### src/rtl/core/text_terminal_glyph_generator_macros.svh
// Assertion macros for the text terminal glyph generator.
`ifndef TEXT_TERMINAL_GLYPH_GENERATOR_MACROS_SVH
`define TEXT_TERMINAL_GLYPH_GENERATOR_MACROS_SVH

`ifndef ASSERT_OFF
// Property must hold on every clock edge outside reset.
`define TTG_ASSERT(name, clk, rst_n, prop, msg) \
    name: assert property (@(posedge clk) disable iff (!(rst_n)) (prop)) else $error(msg);
// Antecedent implies consequent on the following edge.
`define TTG_ASSERT_NEXT(name, clk, rst_n, ante, cons, msg) \
    name: assert property (@(posedge clk) disable iff (!(rst_n)) (ante) |=> (cons)) \
        else $error(msg);
`else
`define TTG_ASSERT(name, clk, rst_n, prop, msg)
`define TTG_ASSERT_NEXT(name, clk, rst_n, ante, cons, msg)
`endif

`endif

### src/rtl/core/ttg_ram.sv
// Generic simple dual-port RAM with registered read data.
module ttg_ram #(
    parameter int WIDTH = 8,
    parameter int DEPTH = 256
) (
    input  logic                     i_clk,
    input  logic                     i_we,
    input  logic [$clog2(DEPTH)-1:0] i_waddr,
    input  logic [WIDTH-1:0]         i_wdata,
    input  logic [$clog2(DEPTH)-1:0] i_raddr,
    output logic [WIDTH-1:0]         o_rdata
);

    logic [WIDTH-1:0] r_mem [DEPTH];
    logic [WIDTH-1:0] r_rdata;

    always_ff @(posedge i_clk) begin
        if (i_we) begin
            r_mem[i_waddr] <= i_wdata;
        end
        r_rdata <= r_mem[i_raddr];
    end

    assign o_rdata = r_rdata;

endmodule

### config.mk
export PLATFORM = sky130hd
export DESIGN_NAME = ttg_ram
export DESIGN_NICKNAME = d
export VERILOG_FILES = /design/src/rtl/core/text_terminal_glyph_generator_macros.svh /design/src/rtl/core/ttg_ram.sv
export SDC_FILE = /design/constraint.sdc
export NUM_CORES = 2
export LEC_CHECK = 0
export BUFFER_PORTS_ARGS = -buffer_cell sky130_fd_sc_hd__buf_2
export CORE_ASPECT_RATIO = 0.8
export CORE_UTILIZATION = 30
export CTS_BUF_LIST = sky130_fd_sc_hd__clkbuf_4 sky130_fd_sc_hd__clkbuf_8
export DETAILED_ROUTE_END_ITERATION = 6
export SLEW_MARGIN = 30
export SYNTH_ARGS = -nofsm -noshare
export SYNTH_HDL_FRONTEND = slang
export SYNTH_SLANG_ARGS = --single-unit
### constraint.sdc
create_clock -name i_clk -period 3.8 [get_ports i_clk]
set_clock_uncertainty 0.15 [all_clocks]
set_input_delay 0.76 -clock i_clk [delete_from_list [all_inputs] [get_ports i_clk]]
set_output_delay 0.76 -clock i_clk [all_outputs]
set_load 0.02 [all_outputs]
; Yosys cells after proc, flatten, opt, wreduce, memory -nomap -nowiden
; Memory sizes are Yosys's and may differ from the RTL's. A register that Yosys moved wholly into a read port is not among the register bits.
; Cells that the tools add are included.
[totals]
regBits = 0
latchBits = 0
mem_bits_rw = 2048
rom_bits = 0
in_bits = 26
output_inout_bits = 8
word_cells = 3
memories = 1
[op_classes]
addsub = 0
mul = 0
n_div = 0
n_lt_le_gt_ge = 0
eq_ne = 0
shifts = 0
muxes = 2
bitwise_logic = 0
n_reduce_logical = 0
[mem_list]
columns = memory, words, width, read_ports, rd_ports_with_merged_regs, wr, line
row1 = r_mem, 256, 8, 1, 1, 1, ttg_ram.sv:14  ; logic [WIDTH-1:0] r_mem [DEPTH];
[ops]
columns = operator, count
row1 = $mux 1, 2

; Longest topological paths before layout
[depth]
depth_word = 2
depth_mapped = 11
ltp_nobuf = 6

; Worst setup path after synthesis
; Ideal clock, no wire load.
[synth_path]
path_kind = in2reg
startpoint = input port i_raddr[0]
endpoint = register r_rdata[2] (netlist: o_rdata[2]) (read register of r_mem)
setup_time_ns = 0.131
arrival_ns = 2.567
t_required_ns = 3.519
setup_slack_ns = 0.952
stages = 9
path_buffers = 4
path_cell_list = buf_6 buf_12 buf_8 buf_2 mux4_2 a22oi_1 a21oi_1 nor4_1 nor4_2
[synth_rtl]
columns = item, line
row1 = "start, declared", ttg_ram.sv:10  ; input logic [$clog2(DEPTH)-1:0] i_raddr,
row2 = "end, declared", ttg_ram.sv:15  ; logic [WIDTH-1:0] r_rdata;

==> metrics.md <==
| Metric | Value |
|---|---|
| Outcome | `complete, no violations` |
| Die Width | `577.7 µm` |
| Max-slew violations | `0` |
| Post-Syn Area | `79560 µm²` |
| Core area | `262800 µm²` |
| Crit Path Category | `in2reg` |
| Tcrit/Tclk final | `0.8255` |
| Worst skew pair latency | `0.95 ns` |
| Predominant post-synthesis flop cell | `edfxtp_1` |
| Syn-to-layout area delta | `16.23%` |
| Routed vias/inst | `5.092` |
| Class of the worst hold path | `in2reg` |
| Synth top area cells | `edfxtp_1 77%, mux4_2 13%, mux2i_1 1.7%, nor2_1 1.3%, a22oi_1 1.3%` |
| CP Max Fanout | `23` |
| Overall power | `44650 µW` |
| DIE AREA | `267300 µm²` |
| Ys async rst share | `0` |
| Area of the multi-input gates | `16500 µm²` |
| Hold Slack | `0.07418 ns` |
| Final nets | `4336` |
| First-pass GRT wire length | `297.8 mm` |
| Final worst path period need | `3.137 ns` |
| # H-tree levels | `5` |
| Slew margin rel. | `0.4015` |
| Seq. cell area | `61660 µm²` |
| Clk root buf | `clkbuf_8` |
| Layout cell share with drive strength beyond 1 | `0.3156` |
| Top cells by count, synth | `2048 x edfxtp_1, 454 x mux4_2, 282 x nor2_1, 134 x mux2i_1, 133 x a22oi_1` |
| TritonCTS Buffers | `302` |
| Post-CTS setup buffers | `0` |
| Critical R2R Capture | `o_rdata[5]` |
| Post-DP Area | `86840 µm²` |
| Final Hold Viols | `0` |
| Num rows | `168` |
| Most frequent cell after synthesis | `edfxtp_1` |
| CTS Sinks | `2056` |
| Mean Syn Cell Area | `21.31 µm²` |
| Register clock-pin slew on the reported worst setup and hold paths | `0.06 ns` |
| FILL cells | `24290` |
| Power Density | `482.9 nW/µm²` |
| Yosys top cell area share | `0.7730` |
| Setup crit end kind | `register` |
| RSZ-0062 raised after global routing | `no` |
| Sequential share of the synthesized area | `0.7750` |
| Design area | `92470 µm²` |
| Overflow after GRT | `0` |
| Io pins | `34` |
| DP HPWL | `131.0 mm` |
| EDFF count, synth | `2048` |
| Worst hold path depth | `1` |
| R2R depth | `7` |
| F_max | `0.3188 GHz` |
| Max-cap violations | `0` |
| DR pass1 iterations | `5` |
| Seq cells post-synth | `2056` |
| Layout Utilization | `0.3519` |
| Die H | `462.6 µm` |
| WL final | `209.4 mm` |
| Worst hold endpoint | `r_mem[65][1]` |
| CP startpoint kind | `input port` |
| PostCTS Resize Cnt | `0` |
| Fin Setup TNS | `0 ns` |
| YS warnings | `0` |
| IO buf count | `33` |
| Placer congestion estimate | `0.8197` |
| Synth area leader | `edfxtp_1` |
| CTS Hold Bufs | `0` |
| GRT Overall Usage | `0.1538` |
| Syn nets | `3759` |
| Routed length per instance | `26.19 µm` |
| Longest Clk Path Bufs | `4` |
| Initial antenna violation count | `23` |
| Worst Setup SP | `i_raddr[3]` |
| Drt initial violations | `4860` |
| Critical R2R Launch | `r_mem[81][5]` |
| Vias in the first global route | `40690` |
| WP data required | `4.40 ns` |
| Worst-Margin Slew | `0.8944 ns` |
| Routed via count | `40720` |
| Number of library cell types mapped by synthesis | `55` |
| Largest net degree at the start of global routing | `112` |
| ANT nets after route | `0` |
| Post-synthesis cell count | `3733` |
| VDD IR max | `0.2819 mV` |
| Starting Density | `0.3028` |
| R2R setup slack | `1.03 ns` |
| DRC viols | `0` |
| Hold_sp | `i_wdata[1]` |
| CTS tree | `done` |
| Final setup viols | `0` |
| Lkg Pwr | `0.02899 µW` |
| Crit path DAT | `3.73 ns` |
## registers in the layout, summed over array words and instances (netlist names)
signal	count
o_rdata	8
r_mem	2048
## layout make-up
| class | count | area share |
|---|---|---|
| Antenna cell | 6 | 0.0001624 |
| Clock buffer | 397 | 0.05300 |
| Clock inverter | 103 | 0.007564 |
| Inverter | 2 | 0.00008119 |
| Multi-Input combinational cell | 1442 | 0.1784 |
| Sequential cell | 2056 | 0.6668 |
| Tap cell | 3485 | 0.04716 |
| Timing Repair Buffer | 506 | 0.04683 |
## through the flow
stage | setup WS [ns] | cells
2_1_floorplan | 0.9521 | 3733
5_1_grt | 0.6011 | 7995
6_report | 0.6630 | 7997
4_1_cts | 0.6184 | 7991
3_5_place_dp | -0.3433 | 7491
3_3_place_gp | -0.4071 | 7490
## critical path, cell delays in order
cell and delay, ns:
buf_4 0.43, buf_12 0.27, nand3b_1 0.46, o22ai_1 0.17
o21ai_0 0.42, nand3_1 0.20, nor4_2 0.65, buf_4 0.23
nor4_2 0.04
## cell families after synthesis
kind of cell	count (synthesis)	synth area share
simple gates	466	0.02628
mux	591	0.1462
flops	2056	0.7750
compound gates	385	0.03419
buf+inv	235	0.01831
## how the worst max path moves through the flow
stage	cells past startpoint	to
6_report	9	o_rdata[0]
2_1_floorplan	9	o_rdata[2]
4_1_cts	9	o_rdata[0]
5_1_grt	9	o_rdata[0]
3_5_place_dp	9	o_rdata[0]
3_3_place_gp	9	o_rdata[0]
## cells in the final DEF (no fill, tap or decap), types with 33 or more instances in the layout
master    instances
nand2_1          33
clkbuf_8        308
o221ai_1         46
nor2_1          279
buf_12           41
clkbuf_4         90
mux2i_1         134
a21oi_1          96
edfxtp_1       2048
mux4_2          454
buf_4           433
nand3_1          34
a22oi_1         133
clkinv_1         60
## power by group
group	total [µW]	internal [µW]	switching, µW
clock	17200	8770	8390
sequential	25000	25000	51.5
combinational	2440	880	1570
total	44700	34600	10000
## per-layer routing
layer	global-route usage	part of all wire	vias to the layer above
li1	-	-	16850
met4	0.04533	0.026	6
met3	0.04671	0.11	335
met2	0.2204	0.44	1993
met1	0.2233	0.43	21540
met5	0	0.00019	-
Power figures use the tool's default switching activity.
